<file path="config.mk">
export PLATFORM = sky130hd
export DESIGN_NAME = rx_frame_deframer_xor
export DESIGN_NICKNAME = d
export VERILOG_FILES = /design/src/rfd_pkg.sv /design/src/rfd_csr.sv /design/src/rfd_parser.sv /design/src/rx_frame_deframer_xor.sv
export SDC_FILE = /design/constraint.sdc
export NUM_CORES = 1
export LEC_CHECK = 0
export BUFFER_PORTS_ARGS = -buffer_cell sky130_fd_sc_hd__buf_2
export CELL_PAD_IN_SITES_DETAIL_PLACEMENT = 0
export CELL_PAD_IN_SITES_GLOBAL_PLACEMENT = 1
export CORE_AREA = 2 2 83 164
export DETAILED_ROUTE_END_ITERATION = 7
export DIE_AREA = 0 0 85 166
export HOLD_SLACK_MARGIN = 0.03
export PLACE_DENSITY_LB_ADDON = 0.1
export RECOVER_POWER = 100
export SYNTH_ARGS = -nofsm -noshare
export SYNTH_HDL_FRONTEND = slang
export SYNTH_SLANG_ARGS = --single-unit
</file>
<file path="constraint.sdc">
create_clock -name clock -period 7.4 [get_ports clock]
set_clock_uncertainty 0.15 [all_clocks]
set_input_delay 1.11 -clock clock [delete_from_list [all_inputs] [get_ports clock]]
set_output_delay 1.11 -clock clock [all_outputs]
set_load 0.02 [all_outputs]
</file>
<file path="src/rfd_pkg.sv">
// rx frame deframer package: parse phases, event codes, register indexes
// and the structs passed between the deframer modules. no dependencies.
`default_nettype none

package rfd_pkg;

   typedef enum logic [2:0] {
      PH_HUNT = 3'd0,
      PH_TYPE = 3'd1,
      PH_LEN  = 3'd2,
      PH_DATA = 3'd3,
      PH_CSUM = 3'd4,
      PH_END  = 3'd5
   } phase_type;

   typedef enum logic [2:0] {
      EV_NONE    = 3'd0,
      EV_PAYLOAD = 3'd1,
      EV_ACCEPT  = 3'd2,
      EV_CSUMERR = 3'd3,
      EV_ENDERR  = 3'd4
   } event_type;

   localparam int CsrIndexWidth = 8;

   localparam logic [CsrIndexWidth-1:0] REG_START_MARKER = 8'd0;
   localparam logic [CsrIndexWidth-1:0] REG_END_MARKER   = 8'd1;

   localparam logic [7:0] START_MARKER_RESET = 8'd170;
   localparam logic [7:0] END_MARKER_RESET   = 8'd85;

   typedef struct packed {
      logic [7:0] start_marker;
      logic [7:0] end_marker;
   } cfg_type;

   typedef struct packed {
      event_type   event_res;
      logic [7:0]  data_byte;
      logic [7:0]  byte_index;
      logic [7:0]  frame_type;
      logic [7:0]  frame_length;
      logic [15:0] bad_frames;
   } result_type;

endpackage

`default_nettype wire

</file>
<file path="src/rfd_csr.sv">
// configuration registers for the rx frame deframer: start and end markers
// depends on rfd_pkg
`default_nettype none

module rfd_csr (
   input  wire logic                               clock,
   input  wire logic                               reset,
   input  wire logic                               csr_valid,
   output logic                                    csr_ready,
   input  wire logic [rfd_pkg::CsrIndexWidth-1:0]  csr_index,
   input  wire logic [7:0]                         csr_wdata,
   output rfd_pkg::cfg_type                        cfg
);
   import rfd_pkg::*;

   cfg_type cfg_ff;
   cfg_type cfg_in;

   assign csr_ready = 1'b1;
   assign cfg       = cfg_ff;

   always_comb begin
      cfg_in = cfg_ff;
      if (csr_valid) begin
         case (csr_index)
            REG_START_MARKER: cfg_in.start_marker = csr_wdata;
            REG_END_MARKER:   cfg_in.end_marker   = csr_wdata;
            default:          cfg_in = cfg_ff;
         endcase
      end
   end

   always_ff @(posedge clock) begin
      if (reset) begin
         cfg_ff.start_marker <= START_MARKER_RESET;
         cfg_ff.end_marker   <= END_MARKER_RESET;
      end else begin
         cfg_ff <= cfg_in;
      end
   end

endmodule

`default_nettype wire

</file>
<file path="src/rfd_parser.sv">
// frame parser state and per-byte update: phase, held type and length,
// payload count, running xor and reject counter. depends on rfd_pkg
`default_nettype none

module rfd_parser (
   input  wire logic              clock,
   input  wire logic              reset,
   input  wire logic              step,
   input  wire logic [7:0]        rx_byte,
   input  wire rfd_pkg::cfg_type  cfg,
   output rfd_pkg::result_type    res
);
   import rfd_pkg::*;

   phase_type   phase_ff,   phase_in;
   logic [7:0]  type_ff,    type_in;
   logic [7:0]  length_ff,  length_in;
   logic [7:0]  count_ff,   count_in;
   logic [7:0]  xor_ff,     xor_in;
   logic [15:0] reject_ff,  reject_in;
   event_type   ev;
   logic [7:0]  data;
   logic [7:0]  idx;

   always_comb begin
      phase_in  = phase_ff;
      type_in   = type_ff;
      length_in = length_ff;
      count_in  = count_ff;
      xor_in    = xor_ff;
      reject_in = reject_ff;
      ev        = EV_NONE;
      data      = 8'd0;
      idx       = 8'd0;
      case (phase_ff)
         PH_HUNT: begin
            if (rx_byte == cfg.start_marker) begin
               phase_in = PH_TYPE;
            end
         end
         PH_TYPE: begin
            type_in  = rx_byte;
            xor_in   = rx_byte;
            phase_in = PH_LEN;
         end
         PH_LEN: begin
            length_in = rx_byte;
            xor_in    = xor_ff ^ rx_byte;
            count_in  = 8'd0;
            phase_in  = (rx_byte == 8'd0) ? PH_CSUM : PH_DATA;
         end
         PH_DATA: begin
            ev       = EV_PAYLOAD;
            data     = rx_byte;
            idx      = count_ff;
            xor_in   = xor_ff ^ rx_byte;
            count_in = count_ff + 8'd1;
            if (count_in >= length_ff) begin
               phase_in = PH_CSUM;
            end
         end
         PH_CSUM: begin
            if (rx_byte == xor_ff) begin
               phase_in = PH_END;
            end else begin
               ev        = EV_CSUMERR;
               reject_in = reject_ff + 16'd1;
               phase_in  = PH_HUNT;
            end
         end
         PH_END: begin
            phase_in = PH_HUNT;
            if (rx_byte == cfg.end_marker) begin
               ev = EV_ACCEPT;
            end else begin
               ev        = EV_ENDERR;
               reject_in = reject_ff + 16'd1;
            end
         end
         default: begin
            phase_in = PH_HUNT;
         end
      endcase
   end

   assign res.event_res    = ev;
   assign res.data_byte    = data;
   assign res.byte_index   = idx;
   assign res.frame_type   = type_in;
   assign res.frame_length = length_in;
   assign res.bad_frames   = reject_in;

   always_ff @(posedge clock) begin
      if (reset) begin
         phase_ff  <= PH_HUNT;
         type_ff   <= 8'd0;
         length_ff <= 8'd0;
         count_ff  <= 8'd0;
         xor_ff    <= 8'd0;
         reject_ff <= 16'd0;
      end else if (step) begin
         phase_ff  <= phase_in;
         type_ff   <= type_in;
         length_ff <= length_in;
         count_ff  <= count_in;
         xor_ff    <= xor_in;
         reject_ff <= reject_in;
      end
   end

   // payload index always stays inside the announced length
   assert property (@(posedge clock) disable iff (reset)
      step && (ev == EV_PAYLOAD) |-> (idx < length_ff))
      else $error("payload index beyond frame length");

   // any error sends the parser back to hunting and bumps the counter
   assert property (@(posedge clock) disable iff (reset)
      step && ((ev == EV_CSUMERR) || (ev == EV_ENDERR))
      |=> (phase_ff == PH_HUNT) && (reject_ff == $past(reject_ff) + 16'd1))
      else $error("error did not restart hunt or count");

   // without an item the parser state holds
   assert property (@(posedge clock) disable iff (reset)
      !step |=> $stable(phase_ff) && $stable(reject_ff) && $stable(xor_ff))
      else $error("parser state moved without an item");

   // an accepted frame only comes out of the end-marker phase
   assert property (@(posedge clock) disable iff (reset)
      step && (ev == EV_ACCEPT) |-> (phase_ff == PH_END) && (rx_byte == cfg.end_marker))
      else $error("frame accepted outside end-marker phase");

endmodule

`default_nettype wire

</file>
<file path="src/rx_frame_deframer_xor.sv">
// rx frame deframer top level: input register, parser and result register
// depends on rfd_pkg, rfd_csr, rfd_parser
//
// usage:
//   req_ channel carries one received byte per item (req_rx_byte).
//   rsp_ channel returns exactly one result item per input item: event
//   code, payload byte and index, current type and length, and the
//   wrapping bad-frame count.
//   csr_ channel writes the start marker (index 0) or end marker
//   (index 1); other indexes are ignored. write only while idle.
// path: an accepted byte is held in the input register; the parser update
//   loads the result register once it is empty or its result is taken.
// throughput: one item per cycle while rsp_ready is high; the parser state
//   update is one compare, xor and increment between the two registers.
// reset: parser returns to hunting for the start marker, counters and
//   held fields clear, markers return to 170 and 85, no item in flight.
// stall: while rsp_ready is low the result holds; the input register still
//   takes one more item, after which req_ready drops until the result
//   moves on.
`default_nettype none

module rx_frame_deframer_xor (
   input  wire logic                               clock,
   input  wire logic                               reset,
   input  wire logic                               req_valid,
   output logic                                    req_ready,
   input  wire logic [7:0]                         req_rx_byte,
   output logic                                    rsp_valid,
   input  wire logic                               rsp_ready,
   output logic [2:0]                              rsp_event_res,
   output logic [7:0]                              rsp_data_byte,
   output logic [7:0]                              rsp_byte_index,
   output logic [7:0]                              rsp_frame_type,
   output logic [7:0]                              rsp_frame_length,
   output logic [15:0]                             rsp_bad_frames,
   input  wire logic                               csr_valid,
   output logic                                    csr_ready,
   input  wire logic [rfd_pkg::CsrIndexWidth-1:0]  csr_index,
   input  wire logic [7:0]                         csr_wdata
);
   import rfd_pkg::*;

   cfg_type    cfg;
   result_type res;
   result_type res_ff;
   logic       in_valid_ff, in_valid_in;
   logic [7:0] in_byte_ff;
   logic       rsp_valid_ff, rsp_valid_in;
   logic       advance;
   logic       take;

   rfd_csr u_csr (
      .clock     (clock),
      .reset     (reset),
      .csr_valid (csr_valid),
      .csr_ready (csr_ready),
      .csr_index (csr_index),
      .csr_wdata (csr_wdata),
      .cfg       (cfg)
   );

   rfd_parser u_parser (
      .clock   (clock),
      .reset   (reset),
      .step    (advance),
      .rx_byte (in_byte_ff),
      .cfg     (cfg),
      .res     (res)
   );

   assign advance   = in_valid_ff && (!rsp_valid_ff || rsp_ready);
   assign req_ready = !in_valid_ff || advance;
   assign take      = req_valid && req_ready;

   always_comb begin
      in_valid_in  = take ? 1'b1 : (in_valid_ff && !advance);
      rsp_valid_in = advance ? 1'b1 : (rsp_valid_ff && !rsp_ready);
   end

   always_ff @(posedge clock) begin
      if (reset) begin
         in_valid_ff  <= 1'b0;
         rsp_valid_ff <= 1'b0;
      end else begin
         in_valid_ff  <= in_valid_in;
         rsp_valid_ff <= rsp_valid_in;
      end
   end

   always_ff @(posedge clock) begin
      if (take) begin
         in_byte_ff <= req_rx_byte;
      end
      if (advance) begin
         res_ff <= res;
      end
   end

   assign rsp_valid        = rsp_valid_ff;
   assign rsp_event_res    = res_ff.event_res;
   assign rsp_data_byte    = res_ff.data_byte;
   assign rsp_byte_index   = res_ff.byte_index;
   assign rsp_frame_type   = res_ff.frame_type;
   assign rsp_frame_length = res_ff.frame_length;
   assign rsp_bad_frames   = res_ff.bad_frames;

endmodule

`default_nettype wire
</file>
==> results of run 1 <==
Yosys cell counts, types with 5 or more instances:
library cell	count	share of area (%)
a2111o_1	5	0.91
a211o_1	11	1.6
a21oi_1	42	3.4
and3_1	22	2.2
buf_4	10	1.2
clkbuf_1	21	1.3
dfxtp_1	69	22
edfxtp_1	59	29
ha_1	10	2.0
inv_1	18	1.1
mux2_2	22	4.0
mux2i_1	16	2.6
nand2_1	35	2.1
nand2b_1	9	0.91
nand3_1	19	1.5
nand4_1	8	0.81
nor2_1	54	3.3
nor2b_1	17	1.7
nor3_1	6	0.49
nor4_1	9	0.91
o211ai_1	6	0.73
o21ai_0	18	1.5
xnor2_1	27	3.8
xor2_1	19	2.7
cells in the final DEF, fill, tap and decap left out, types with 5 or more instances in the layout:
cell type and count:
a2111o_1 5, nand3_1 19, dfxtp_1 69, xor2_1 19, nor4_1 9, a211o_1 11
inv_1 18, nor2_1 55, mux2_1 9, buf_2 27, nor2b_1 17, o21ai_0 18
nand2_1 36, edfxtp_1 59, nand2b_1 9, a21oi_1 42, nand4_1 8, and3_1 22
xnor2_1 27, mux2_2 14, clkbuf_1 56, ha_1 10, clkbuf_16 17, nor3_1 6
o211ai_1 6, mux2i_1 16
sequential cells by signal, summed over array words and instances, names as in the netlist:
| signal | flops |
|---|---|
| u_parser.count_ff | 8 |
| u_parser.phase_ff | 3 |
| rsp_valid | 1 |
| u_parser.length_ff | 8 |
| u_parser.reject_ff | 16 |
| in_valid_ff | 1 |
| rsp_frame_type | 8 |
| u_parser.type_ff | 8 |
| in_byte_ff | 8 |
| u_parser.xor_ff | 8 |
| u_csr.cfg | 16 |
| rsp_data_byte | 8 |
| rsp_bad_frames | 16 |
| rsp_event_res | 3 |
| rsp_byte_index | 8 |
| rsp_frame_length | 8 |
power by group through the flow:
stage / sequential (mW) / combinational [mW] / clock [mW]
3_3_place_gp: 0.806 / 0.136 / 0
5_1_grt: 0.795 / 0.146 / 0.890
4_1_cts: 0.791 / 0.139 / 0.861
3_5_place_dp: 0.806 / 0.139 / 0
6_report: 0.792 / 0.132 / 0.849
2_1_floorplan: 0.806 / 0.0920 / 0
cell families after synthesis:
kind of cell | count (synthesis) | share of synthesized area, %
xor gates and xnor gates | 46 | 6.52
AOI/OAI and AO/OA | 111 | 11.8
buffers and inverters | 60 | 4.90
and+or+nand+nor | 200 | 16.9
DFF | 128 | 51.1
adders and majority gates | 10 | 2.03
muxes | 39 | 6.79
other | 1 | 0.0607
area by class of cell:
type | instances | area share [%]
multi-input combinational | 407 | 38.3
sequential | 128 | 44.6
inverter | 18 | 0.955
timing repair buffer | 84 | 4.99
clock inverter | 14 | 2.30
clock buffer | 18 | 6.21
tap | 152 | 2.69
metrics by stage:
step / worst slack [ps] / instance area (sq um) / utilization (%) / total power, mW / std cells
floorplan: 3450 / 6180 / - / 0.898 / 595
global placement: 3910 / 6570 / 50.8 / 0.942 / 789
detailed placement: 3740 / 6570 / 50.8 / 0.945 / 789
CTS: 4150 / 7170 / 55.5 / 1.79 / 821
global route: 2740 / 7080 / 54.8 / 1.83 / 821
finish: 3010 / 7080 / 54.8 / 1.77 / 821
per-layer routing:
metal  part of all wire, %  track usage (%)  vias up
met2                    57             41.1      108
li1                      -                -     2255
met1                    37             23.4     2236
met3                   3.1             3.53       21
met4                   2.2             9.73        0
met5                     0                0        -
worst max path at each step:
stage	startpoint	endpoint	cells after the start
2_1_floorplan	rsp_ready	u_parser.reject_ff[1]	7
3_3_place_gp	rsp_ready	u_parser.phase_ff[1]	8
3_5_place_dp	rsp_ready	u_parser.phase_ff[1]	8
4_1_cts	rsp_ready	u_parser.phase_ff[1]	8
5_1_grt	reset	u_parser.reject_ff[7]	4
6_report	reset	u_parser.reject_ff[7]	4
worst max-delay path, stage by stage:
cell and delay [ps]:
buf_2 70, clkbuf_1 2720, nor4_1 150, a32o_1 420
==> out/qor.yml, run 1 <==
pwr:
  clockPowerShare_pct: 47.9
  seq_power_share_pct: 44.7
  ir_drop_v: 0.000174
  p_int_mw: 1.34
  switching_share_pct: 24.2
  comb_power_share_pct: 7.4
  pwr_density_cell_mw_per_mm2: 250
  p_leak_nw: 2.64
  net-switching-power_mw: 0.429
finish:
  ff_latch_area_sq_mm: 0.00315
  fill_cells: 1185
  antennaDiodeCount: 0
  fin_nets: 695
  multi_input_comb_area_sq_mm: 0.00271
  syn_to_final_growth_pct: 14.6
  layout-drive-gt1-share_pct: 12.1
timing:
  rsz0062_at_grt: "false"
  timing.fmax_mhz: 228
  hold_viol: 0
  final-max-slew-violation-count: 84
  period_share_pct: 59.3
  setup_viol: 0
  holdWs_ps: 331
  tightest_slew_ps: 3900
  tns_ps: 0
  slew-limit-headroom_pct: -160
  fin_crit_ps: 4390
outcome:
  failed_checks: "capacitance limit, slew limit"
  status: "finished with violations"
worst_setup_path:
  r2r_setup_slack_ps: 3550
  regToRegEndpoint: "u_parser.xor_ff[3]"
  crit_fanout: 83
  critPathArrivalTime_ps: 4530
  crit_required_ps: 7540
  r2r_start: "u_parser.phase_ff[0]"
  crit_path_end_kind: "register"
  path_class: "in2reg"
  rr_worst_depth: 5
  cp-start-kind: "primary input"
cts:
  cts_tree: "done"
  insertion_delay_ps: 410
  hold_buffers: 0
  clkSlewWorstSetupHoldPaths_ps: 50
  numCtsBuffers: 17
  cts_sinks: 128
  cts.repair.resized: 0
  post_cts.repair.setup_buffers: 0
  ctsLongestPathBuffers: 2
  h-tree-depth: 4
  cts-root-buf: "clkbuf_16"
min_path:
  hp-start: "u_parser.count_ff[7]"
  min_path_cells: 2
  hp-class: "reg2reg"
  min_to: "u_parser.count_ff[7]"
place:
  portBuffers: 81
  dp_hpwl_mm: 10.3
  routabilityCongestion: 0.786
route:
  detail_route.wl_per_cell_um: 18.0
  avgViaCountPerCell: 5.63
  first_pass_iters: 4
  ant_nets: 0
  drc_errors: 0
  drtIter0Drc: 232
  num_vias: 4620
  totalWireLength_mm: 14.8
logic_synthesis:
  avgSynthCellArea_sq_um: 10.4
  ys_seq_area_share_pct: 51.1
  ys_types: 59
  yosys_most_used_dff: "dfxtp_1"
  synth_cells: 595
  ys_ff_latch: 128
  syn_nets: 634
  synth-edff-count: 59
  synth.cell_area_sq_mm: 0.00618
  async_flop_share_pct: 0
  ys.warnings.count: 0
flow_run:
  drv_cap: 1
die:
  core_sq_mm: 0.0129
  io_pins: 83
  die_h_um: 166
  start_util_pct: 47.8
  dieArea_sq_mm: 0.0141
  num_rows: 59
  die_x_um: 85
global_route:
  grt_max_degree: 84
  grt_pass1_wl_mm: 24.3
  grt_overflow: 0
  antenna_found_initial: 0
  grt_pass1_vias: 4774
  track_usage_pct: 21.9
Power figures use the tool's default switching activity.
==> run 2, diff against run 1 <==
--- a/config.mk
+++ b/config.mk
@@ -8,9 +8,9 @@
 export BUFFER_PORTS_ARGS = -buffer_cell sky130_fd_sc_hd__buf_2
 export CELL_PAD_IN_SITES_DETAIL_PLACEMENT = 0
 export CELL_PAD_IN_SITES_GLOBAL_PLACEMENT = 1
-export CORE_AREA = 2 2 83 164
+export CORE_AREA = 2 2 86 171
 export DETAILED_ROUTE_END_ITERATION = 7
-export DIE_AREA = 0 0 85 166
+export DIE_AREA = 0 0 88 173
 export HOLD_SLACK_MARGIN = 0.03
 export PLACE_DENSITY_LB_ADDON = 0.1
 export RECOVER_POWER = 100
==> constraint.sdc (replaced) <==
create_clock -name clock -period 4.3 [get_ports clock]
set_clock_uncertainty 0.15 [all_clocks]
set_input_delay 0.645 -clock clock [delete_from_list [all_inputs] [get_ports clock]]
set_output_delay 0.645 -clock clock [all_outputs]
set_load 0.02 [all_outputs]
==> run 2 against run 1 <==
Compared with the run above: the run still ends with capacitance limit, slew limit left; critical path type is now reg2reg; count of clock-buffer cells in the layout is 1 lower; worst setup slack lost 2000 ps; sequential cell count stayed put; sequential share of layout area about the same.
==> out/qor.yml, run 2 (synthesized netlist as in run 1, its figures left out) <==
route:
  first_pass_iters: 4
  ant_nets: 0
  num_vias: 4578
  totalWireLength_mm: 15.3
  detail_route.wl_per_cell_um: 17.8
  drc_errors: 0
  drtIter0Drc: 206
  avgViaCountPerCell: 5.32
cts:
  clkSlewWorstSetupHoldPaths_ps: 60
  hold_buffers: 0
  ctsLongestPathBuffers: 2
  cts_sinks: 128
  h-tree-depth: 4
  cts-root-buf: "clkbuf_16"
  cts.repair.resized: 0
  cts_tree: "done"
  insertion_delay_ps: 410
  post_cts.repair.setup_buffers: 0
  numCtsBuffers: 17
die:
  core_sq_mm: 0.0138
  die_h_um: 173
  dieArea_sq_mm: 0.0152
  die_x_um: 88
  start_util_pct: 44.7
  num_rows: 61
  io_pins: 83
finish:
  fin_nets: 697
  postLayoutCellArea_sq_mm: 0.00708
  mostFrequentLayoutCell: "dfxtp_1"
  mostFrequentLayoutCells: "dfxtp_1, edfxtp_1, clkbuf_1"
  syn_to_final_growth_pct: 14.6
  layout-drive-gt1-share_pct: 10.6
  post-route-util_pct: 51.2
  fill_cells: 1335
  antennaDiodeCount: 0
global_route:
  grt_max_degree: 84
  antenna_found_initial: 0
  grt_pass1_vias: 4691
  grt_pass1_wl_mm: 24.9
  track_usage_pct: 21.4
  grt_overflow: 0
timing:
  tightest_slew_ps: 1740
  timing.fmax_mhz: 303
  slew-limit-headroom_pct: -16.2
  rsz0062_at_grt: "false"
  period_share_pct: 76.8
  tns_ps: 0
  fin_crit_ps: 3300
  final-max-slew-violation-count: 84
  setup_viol: 0
  hold_viol: 0
worst_setup_path:
  path_class: "reg2reg"
  critPathArrivalTime_ps: 3380
  crit_start: "u_parser.phase_ff[2]"
  crit_path_end_kind: "register"
  cp-start-kind: "register"
  crit_fanout: 15
  r2r_start: "u_parser.phase_ff[2]"
  crit_required_ps: 4370
place:
  dp_hpwl_mm: 11.0
  routabilityCongestion: 0.846
  dpl-instance-area_sq_mm: 0.00662
  portBuffers: 81
pwr:
  totalPowerFinal_mw: 2.95
  pwr_density_cell_mw_per_mm2: 417
  p_leak_nw: 2.62
  ir_drop_v: 0.000274
min_path:
  hp-start: "req_rx_byte[1]"
  hp-class: "in2reg"
outcome:
  status: "finished with violations"
  failed_checks: "capacitance limit, slew limit"
flow_run:
  drv_cap: 1
run 2: cell count changes in the layout (fill, tap and decap cells not counted), moves of 2 or more:
cell       previous run  this run
mux2_1                9        15
mux2_2               14         8
bufinv_16             3         1
clkbuf_1             56        59
inv_6                 2         4
buf_2                27        24
clkinv_4              1         3
clkinv_2              4         2
run 2: final cells by class:
type                       count  area (sq um)  share of cell area [%]
sequential                   128          3150                    44.5
tap                          189           236                    3.34
clock buffer                  17           425                    6.01
timing repair buffer          86           362                    5.11
multi-input combinational    407          2700                    38.1
inverter                      18          67.6                   0.955
clock inverter                15           135                    1.91
run 2: where the power goes:
group / internal [mW] / leakage (nW) / switching, mW / total [mW]
Combinational: 0.0716 / 1.24 / 0.167 / 0.239
Sequential: 1.31 / 1.11 / 0.0397 / 1.35
Clock: 0.799 / 0.264 / 0.556 / 1.36
run 2: metal layers:
metal	global-route usage, %	vias up	part of all wire, %
li1	-	2260	-
met1	22.8	2204	38
met2	39.5	104	58
met3	4.01	10	2.7
met4	9.17	0	1.3
met5	0	-	0
run 2: worst max-delay path, cell delays in order (launching register included):
cell and delay (ps):
dfxtp_1 490, nor3b_1 1180, nand3_1 810, nand2_1 290, xnor2_1 150, nor2_1 50
run 2: path summary, 6_finish.rpt:
kind,end,slack (ps),cells past startpoint
setup / recovery,u_parser.xor_ff[3],1000,5
hold / removal,in_byte_ff[1],270,1
setup reg to reg,u_parser.xor_ff[3],1000,5
hold reg to reg,u_parser.count_ff[7],340,2
run 2: metrics by stage:
| step | std cells | hold WS, ps | setup WS [ps] |
|---|---|---|---|
| 2_1_floorplan | 595 | 299 | 817 |
| 3_3_place_gp | 828 | 316 | 1490 |
| 3_5_place_dp | 828 | 322 | 1370 |
| 4_1_cts | 860 | 245 | 1340 |
| 5_1_grt | 860 | 244 | 699 |
| 6_report | 860 | 265 | 999 |
